<file path="src/sv/pxup_pkg.sv">
`default_nettype none
package pxup_pkg;

    localparam int SRC_WIDTH  = 160;
    localparam int OUT_HEIGHT = 216;
    localparam int FB_WIDTH   = 320;
    localparam int FB_HEIGHT  = 240;
    localparam int SRC_ROWS   = (2 * (OUT_HEIGHT - 1)) / 3 + 1;

    localparam int CNT_W  = 8;   // source column / row counters
    localparam int OUT_W  = 10;  // scaled window coordinates
    localparam int FBC_W  = 11;  // framebuffer coordinates
    localparam int ADDR_W = 17;
    localparam int PIX_W  = 16;
    localparam int XOFF_W = 7;
    localparam int YOFF_W = 5;

    localparam int QUEUE_DEPTH = 4;
    localparam int QPTR_W      = $clog2(QUEUE_DEPTH);

    // register indexes on the config port
    localparam logic REG_X_OFFSET = 1'b0;
    localparam logic REG_Y_OFFSET = 1'b1;

    localparam logic [ADDR_W-1:0] ROW_STEP = ADDR_W'(FB_WIDTH);

    typedef struct packed {
        logic [XOFF_W-1:0] x_offset;
        logic [YOFF_W-1:0] y_offset;
    } pxup_cfg_t;

    // one source pixel after classification: write mask bit order is
    // (row0,col0), (row0,col1), (row1,col0), (row1,col1)
    typedef struct packed {
        logic [PIX_W-1:0]  pix;
        logic [ADDR_W-1:0] base;
        logic [3:0]        mask;
    } pxup_desc_t;

endpackage
`default_nettype wire

</file>
<file path="src/sv/pxup_front.sv">
`default_nettype none
module pxup_front (
    input  wire logic                        clk,
    input  wire logic                        rst_n,
    input  wire pxup_pkg::pxup_cfg_t         cfg,
    input  wire logic                        in_valid,
    output logic                             in_stall,
    input  wire logic [pxup_pkg::PIX_W-1:0]  pixel_value,
    input  wire logic                        frame_start,
    input  wire logic                        q_full,
    output logic                             q_push,
    output pxup_pkg::pxup_desc_t             q_data
);
    import pxup_pkg::*;

    logic [CNT_W-1:0] col_reg, col_next;
    logic [CNT_W-1:0] row_reg, row_next;
    logic [CNT_W-1:0] c, r;
    logic [OUT_W-1:0] x0, y0;
    logic [FBC_W-1:0] fx0, fx1, fy0, fy1;
    logic [OUT_W-1:0] oy1;
    logic             col_ok0, col_ok1, row_ok0, row_ok1;
    logic [3:0]       mask;
    logic [31:0]      base_full;
    logic             accept;
    logic [CNT_W:0]   col_inc, row_inc;

    assign in_stall = q_full;
    assign accept   = in_valid && !q_full;

    assign c = frame_start ? '0 : col_reg;
    assign r = frame_start ? '0 : row_reg;

    // first output coordinate: s + s/2, plus one for odd s
    assign x0 = OUT_W'(c) + OUT_W'(c >> 1) + OUT_W'(c[0]);
    assign y0 = OUT_W'(r) + OUT_W'(r >> 1) + OUT_W'(r[0]);

    assign fx0 = FBC_W'(x0) + FBC_W'(cfg.x_offset);
    assign fx1 = fx0 + FBC_W'(1);
    assign fy0 = FBC_W'(y0) + FBC_W'(cfg.y_offset);
    assign fy1 = fy0 + FBC_W'(1);
    assign oy1 = y0 + OUT_W'(1);

    assign col_ok0 = 32'(fx0) < FB_WIDTH;
    assign col_ok1 = (32'(fx1) < FB_WIDTH) && !c[0];
    assign row_ok0 = (32'(y0) < OUT_HEIGHT) && (32'(fy0) < FB_HEIGHT);
    assign row_ok1 = (32'(oy1) < OUT_HEIGHT) && (32'(fy1) < FB_HEIGHT) && !r[0];

    assign mask = {row_ok1 & col_ok1, row_ok1 & col_ok0,
                   row_ok0 & col_ok1, row_ok0 & col_ok0};

    assign base_full = 32'(fy0) * 32'(FB_WIDTH) + 32'(fx0);

    assign q_push      = accept && (mask != 4'b0000);
    assign q_data.pix  = pixel_value;
    assign q_data.base = base_full[ADDR_W-1:0];
    assign q_data.mask = mask;

    assign col_inc = {1'b0, c} + 1'b1;
    assign row_inc = {1'b0, r} + 1'b1;

    always_comb
    begin
        col_next = col_reg;
        row_next = row_reg;
        if (accept)
        begin
            if (32'(col_inc) >= SRC_WIDTH)
            begin
                col_next = '0;
                row_next = (32'(row_inc) >= SRC_ROWS) ? '0 : row_inc[CNT_W-1:0];
            end
            else
            begin
                col_next = col_inc[CNT_W-1:0];
                row_next = r;
            end
        end
    end

    always_ff @(posedge clk or negedge rst_n)
    begin
        if (!rst_n)
        begin
            col_reg <= '0;
            row_reg <= '0;
        end
        else
        begin
            col_reg <= col_next;
            row_reg <= row_next;
        end
    end

endmodule
`default_nettype wire

</file>
<file path="src/sv/pxup_queue.sv">
`default_nettype none
module pxup_queue (
    input  wire logic                  clk,
    input  wire logic                  rst_n,
    input  wire logic                  push,
    input  wire pxup_pkg::pxup_desc_t  push_data,
    output logic                       full,
    input  wire logic                  pop,
    output logic                       head_valid,
    output pxup_pkg::pxup_desc_t       head_data
);
    import pxup_pkg::*;

    pxup_desc_t       entry_reg [QUEUE_DEPTH];
    logic [QPTR_W-1:0] wptr_reg, wptr_next;
    logic [QPTR_W-1:0] rptr_reg, rptr_next;
    logic [QPTR_W:0]   count_reg, count_next;
    logic              do_push, do_pop;

    assign full       = (32'(count_reg) == QUEUE_DEPTH);
    assign head_valid = (count_reg != '0);
    assign head_data  = entry_reg[rptr_reg];

    assign do_push = push && !full;
    assign do_pop  = pop && head_valid;

    always_comb
    begin
        wptr_next  = do_push ? wptr_reg + 1'b1 : wptr_reg;
        rptr_next  = do_pop ? rptr_reg + 1'b1 : rptr_reg;
        count_next = count_reg;
        if (do_push && !do_pop)
            count_next = count_reg + 1'b1;
        else if (do_pop && !do_push)
            count_next = count_reg - 1'b1;
    end

    always_ff @(posedge clk)
    begin
        if (do_push)
            entry_reg[wptr_reg] <= push_data;
    end

    always_ff @(posedge clk or negedge rst_n)
    begin
        if (!rst_n)
        begin
            wptr_reg  <= '0;
            rptr_reg  <= '0;
            count_reg <= '0;
        end
        else
        begin
            wptr_reg  <= wptr_next;
            rptr_reg  <= rptr_next;
            count_reg <= count_next;
        end
    end

endmodule
`default_nettype wire

</file>
<file path="src/sv/pxup_back.sv">
`default_nettype none
module pxup_back (
    input  wire logic                         clk,
    input  wire logic                         rst_n,
    input  wire logic                         q_valid,
    input  wire pxup_pkg::pxup_desc_t         q_data,
    output logic                              q_pop,
    output logic                              out_valid,
    input  wire logic                         out_stall,
    output logic [pxup_pkg::ADDR_W-1:0]       fb_address,
    output logic [pxup_pkg::PIX_W-1:0]        fb_pixel,
    output logic                              run_last
);
    import pxup_pkg::*;

    logic              cur_valid_reg, cur_valid_next;
    pxup_desc_t        cur_reg, cur_next;
    logic              out_valid_reg, out_valid_next;
    logic [ADDR_W-1:0] addr_reg, addr_next;
    logic [PIX_W-1:0]  pix_reg, pix_next;
    logic              last_reg, last_next;
    logic              load;
    logic [3:0]        pick;
    logic [3:0]        remain;
    logic [ADDR_W-1:0] step;

    assign load = cur_valid_reg && (!out_valid_reg || !out_stall);

    // lowest pending write goes out first
    assign pick   = cur_reg.mask & (~cur_reg.mask + 4'b0001);
    assign remain = cur_reg.mask & ~pick;

    always_comb
    begin
        case (pick)
            4'b0001: step = '0;
            4'b0010: step = ADDR_W'(1);
            4'b0100: step = ROW_STEP;
            4'b1000: step = ROW_STEP + ADDR_W'(1);
            default: step = '0;
        endcase
    end

    assign q_pop = q_valid && (!cur_valid_reg || (load && remain == 4'b0000));

    always_comb
    begin
        cur_valid_next = cur_valid_reg;
        cur_next       = cur_reg;
        if (load)
        begin
            cur_next.mask  = remain;
            cur_valid_next = (remain != 4'b0000);
        end
        if (q_pop)
        begin
            cur_next       = q_data;
            cur_valid_next = 1'b1;
        end

        out_valid_next = out_valid_reg && out_stall;
        addr_next      = addr_reg;
        pix_next       = pix_reg;
        last_next      = last_reg;
        if (load)
        begin
            out_valid_next = 1'b1;
            addr_next      = cur_reg.base + step;
            pix_next       = cur_reg.pix;
            last_next      = (remain == 4'b0000);
        end
    end

    always_ff @(posedge clk or negedge rst_n)
    begin
        if (!rst_n)
        begin
            cur_valid_reg <= 1'b0;
            out_valid_reg <= 1'b0;
        end
        else
        begin
            cur_valid_reg <= cur_valid_next;
            out_valid_reg <= out_valid_next;
        end
    end

    always_ff @(posedge clk)
    begin
        cur_reg  <= cur_next;
        addr_reg <= addr_next;
        pix_reg  <= pix_next;
        last_reg <= last_next;
    end

    assign out_valid  = out_valid_reg;
    assign fb_address = addr_reg;
    assign fb_pixel   = pix_reg;
    assign run_last   = last_reg;

endmodule
`default_nettype wire

</file>
<file path="src/sv/pixel_upscale_3_2_writer.sv">
// A write goes from its queue entry through the current-item register to the
//   output register; one framebuffer write per cycle leaves while out_stall is low.
//   An item yields 1 to 4 writes; an item with none is never queued.
// A four-entry queue between classifier and write sequencer absorbs output stalls.
// Reset (rst_n low, asynchronous) clears counters, queue and output valid;
//   x_offset returns to 40 and y_offset to 12.
`default_nettype none
module pixel_upscale_3_2_writer (
    input  wire logic                         clk,
    input  wire logic                         rst_n,
    input  wire logic                         psel,
    input  wire logic                         penable,
    input  wire logic                         pwrite,
    input  wire logic [2:0]                   paddr,
    input  wire logic [31:0]                  pwdata,
    output logic [31:0]                       prdata,
    output logic                              pready,
    input  wire logic                         in_valid,
    output logic                              in_stall,
    input  wire logic [pxup_pkg::PIX_W-1:0]   pixel_value,
    input  wire logic                         frame_start,
    output logic                              out_valid,
    input  wire logic                         out_stall,
    output logic [pxup_pkg::ADDR_W-1:0]       fb_address,
    output logic [pxup_pkg::PIX_W-1:0]        fb_pixel,
    output logic                              run_last
);
    import pxup_pkg::*;

    pxup_cfg_t  cfg_reg, cfg_next;
    logic       cfg_write;
    logic       q_full, q_push, q_pop, q_valid;
    pxup_desc_t q_in, q_head;

    assign pready    = 1'b1;
    assign cfg_write = psel && penable && pwrite;

    always_comb
    begin
        cfg_next = cfg_reg;
        if (cfg_write)
        begin
            case (paddr[2])
                REG_X_OFFSET: cfg_next.x_offset = pwdata[XOFF_W-1:0];
                REG_Y_OFFSET: cfg_next.y_offset = pwdata[YOFF_W-1:0];
                default:      cfg_next = cfg_reg;
            endcase
        end
    end

    always_comb
    begin
        case (paddr[2])
            REG_X_OFFSET: prdata = 32'(cfg_reg.x_offset);
            REG_Y_OFFSET: prdata = 32'(cfg_reg.y_offset);
            default:      prdata = '0;
        endcase
    end

    always_ff @(posedge clk or negedge rst_n)
    begin
        if (!rst_n)
        begin
            cfg_reg.x_offset <= XOFF_W'(40);
            cfg_reg.y_offset <= YOFF_W'(12);
        end
        else
        begin
            cfg_reg <= cfg_next;
        end
    end

    pxup_front u_front (
        .clk         (clk),
        .rst_n       (rst_n),
        .cfg         (cfg_reg),
        .in_valid    (in_valid),
        .in_stall    (in_stall),
        .pixel_value (pixel_value),
        .frame_start (frame_start),
        .q_full      (q_full),
        .q_push      (q_push),
        .q_data      (q_in)
    );

    pxup_queue u_queue (
        .clk        (clk),
        .rst_n      (rst_n),
        .push       (q_push),
        .push_data  (q_in),
        .full       (q_full),
        .pop        (q_pop),
        .head_valid (q_valid),
        .head_data  (q_head)
    );

    pxup_back u_back (
        .clk        (clk),
        .rst_n      (rst_n),
        .q_valid    (q_valid),
        .q_data     (q_head),
        .q_pop      (q_pop),
        .out_valid  (out_valid),
        .out_stall  (out_stall),
        .fb_address (fb_address),
        .fb_pixel   (fb_pixel),
        .run_last   (run_last)
    );

endmodule
`default_nettype wire
</file>
<file path="config.mk">
export PLATFORM = sky130hd
export DESIGN_NAME = pixel_upscale_3_2_writer
export DESIGN_NICKNAME = d
export VERILOG_FILES = /design/src/sv/pxup_pkg.sv /design/src/sv/pxup_front.sv /design/src/sv/pxup_queue.sv /design/src/sv/pxup_back.sv /design/src/sv/pixel_upscale_3_2_writer.sv
export SDC_FILE = /design/constraint.sdc
export NUM_CORES = 1
export LEC_CHECK = 0
export BUFFER_PORTS_ARGS = -buffer_cell sky130_fd_sc_hd__buf_2
export CORE_MARGIN = 2
export CORE_UTILIZATION = 40
export CTS_CLUSTER_DIAMETER = 40
export DETAILED_ROUTE_END_ITERATION = 16
export SLEW_MARGIN = 20
export SYNTH_ARGS = -nofsm -noshare
export SYNTH_HDL_FRONTEND = slang
export SYNTH_HIERARCHICAL = 1
export SYNTH_SLANG_ARGS = --single-unit
</file>
<file path="constraint.sdc">
create_clock -name clk -period 5.5 [get_ports clk]
set_input_delay 0.55 -clock clk [delete_from_list [all_inputs] [get_ports clk]]
set_output_delay 0.55 -clock clk [all_outputs]
set_load 0.01 [all_outputs]
</file>
==> metrics <==
status=complete, no violations; Data arrival, critical path=5310 ps; Crit path largest cell delay=480 ps; commonest cells after routing, fill and taps aside=219 x edfxtp_1, 74 x buf_2, 51 x ha_1; Mapped Cells=893; antenna violations before repair=0; final period utilization=91.9%; register area=7510 sq um; syn avg cell area=14.2 sq um; Die Y=182 um; crit path time final=5060 ps; router iterations before antenna repair=4; Hold Vio Cnt, Final=0; die footprint=33000 sq um; ANT cells=0; Final Setup Violations=0; WL final=22500 um; Starting Density=40.4%; DR vias=7150; Peak VDD IR=0.000227 V; Max stage delay cell, worst path=fa_1; vias in the first global route=6948; CTS buffer count=38; Die W=182 um; Pleak=5.56 nW; kind of critical path=flop to flop; Post-synth top flop=edfxtp_1; internal power=5.25 mW; Total Power Consumption=7.49 mW; fin. max-slew vios=0; sequential share of the synthesized area=59.4%; kind of cell adding the most delay to the critical path=adder cells; Final nets=1104; Clock transition at path regs=50 ps; global route overflow=0; Final Skew=15.4 ps; Worst Setup End Kind=flop; Hold WC Path Type=input port to async pin; FF-to-FF Start=u_front/row_reg[1]; Seq pwr share=43.3%; Remaining DRCs=0; Iter 0 DRT Violations=326; H-tree Lvls=2; Syn. warnings=6; Via density=5.05; Sw Pwr=2.24 mW; maximum number of pins on one net before global-route repair=38; cell accounting for the most synthesized area=edfxtp_1; post-layout util=46.7%; Fillers=2710; area occupied by multi-input gates=4580 sq um; number of synthesized flops with an enable pin=219; worst skew pair latency=520 ps; P&R area growth vs syn=15.7%; cells along the critical path=xnor2_1 -> nor2_1 -> ha_1 -> or2_2 -> a211oi_2 -> nor2_1 -> a21oi_1 -> ha_1 -> nor2b_1 -> o21a_1 -> nor2_1 -> xnor2_1 -> ha_1 -> inv_1 -> fa_1 -> nand2b_1 -> a21oi_1 -> xor2_1 -> nand3_1 -> nor3_1 -> xnor3_1 -> xor2_2; flops & latches, synth=256; post-synth cell types=73; FMAX=198 MHz; Critical Path RT=5760 ps; Placed Area=13400 sq um; combinational share of power=26.1%; WL/cell=15.9 um; global-route wire length before repair=36500 um; Design Area, Final=14600 sq um; IO Count=128; Detailed Place HPWL=14600 um; CTS tree=built; clock sinks=256; Final ANT Viol Nets=0; CORE AREA=31300 sq um; CP bufs+invs=1; Startpoint Class=flop; max reg flops=148; CTS max path bufs=3; crit path max fanout=5; Synth area leaders=edfxtp_1 52%, mux4_2 6.6%, dfrtp_1 6.5%; relative slew slack=37.1%; Crit. Startpoint=u_front/row_reg[1]; layout cell share with drive strength beyond 1=24.2%; Final Wtd Congestion=0.812; Max Cap Viol=0; CTS root buffer=clkbuf_16; power per cell area=512 nW/um^2; Worst Tran Pin Value=944 ps; Switching Share=29.9%; Clock Power Share=30.7%; Port Buf Inserts=74; total track usage=13.8%; Yosys top cell area share=52.0%; Mapped Area=12600 sq um; most common cell after layout, fill and taps aside=edfxtp_1; fraction of registers with async set/reset=14.5%; num rows=65
-- kinds of logic (layout without fill, tap and decap cells) --
kind of cell	Yosys count	after routing	synth area share [%]
flops	256	256	59.4
simple gates	197	197	8.54
compound gates	140	140	7.52
buf+inv	123	219	5.32
fa+ha+maj	62	62	6.79
mux	60	60	8.61
xor+xnor	53	53	3.78
other cells	2	26	0.0594
-- power groups by stage --
stage	Combinational [mW]	Sequential, mW	Clock [mW]
6_report	1.95	3.24	2.30
5_1_grt	2.19	3.31	2.44
4_1_cts	2.00	3.25	2.35
3_5_place_dp	1.99	3.29	0
3_3_place_gp	1.96	3.26	0
2_1_floorplan	1.45	3.24	0
-- timing repair --
item	4_1_cts	5_1_grt
resized for setup	0	5
setup buffers	0	2
hold buffers	0	0
endpoints found under the setup margin	0	4
-- final timing paths --
path,end,slack [ps],cells past startpoint
worst max-delay path,u_queue/entry_reg[1][20],440,22
worst min-delay path,u_queue/rptr_reg[1],190,1
worst max register to register,u_queue/entry_reg[1][20],440,22
worst min register to register,u_back/fb_pixel[6],420,0
max in group asynchronous,u_queue/rptr_reg[0],4670,1
min in group clk,u_queue/entry_reg[2][36],250,1
-- through the flow --
stage               worst slack, ps  setup TNS [ps]  std cells  hold slack, ps
detailed placement             52.8               0       1343             405
global placement                162               0       1343             400
finish                          445               0       1415             190
CTS                             260               0       1413             213
global route                  -28.3            -113       1415             235
floorplan                      7.20               0        917             254
-- cell type report --
cell class	instances	share of cell area, %
clock buffers	43	6.63
well taps	402	3.44
flip-flops and latches	256	51.3
repair buffers	100	4.21
inverters	49	1.26
multi-input cells	538	31.3
clock inverters	27	1.80
-- metal layers --
layer	up-vias	part of all wire, %	global-route usage (%)
met2	142	48	22.8
met4	0	2.7	4.78
li1	3495	-	-
met5	-	0	0
met1	3470	45	18.2
met3	43	4.3	2.79
-- cell usage after synthesis (9+ instances only) --
cell	n
edfxtp_1	219
ha_1	51
inv_1	49
buf_4	45
nand2_1	43
mux4_2	37
o21ai_0	35
a21oi_1	34
xnor2_1	34
dfrtp_1	33
nor2_1	30
nor2b_1	24
nand3_1	21
mux2_2	20
nor3_1	18
xor2_1	18
clkbuf_1	13
fa_1	11
and2_1	10
buf_2	10
o31ai_1	9
Note: power is estimated with default switching activity, not from simulation.
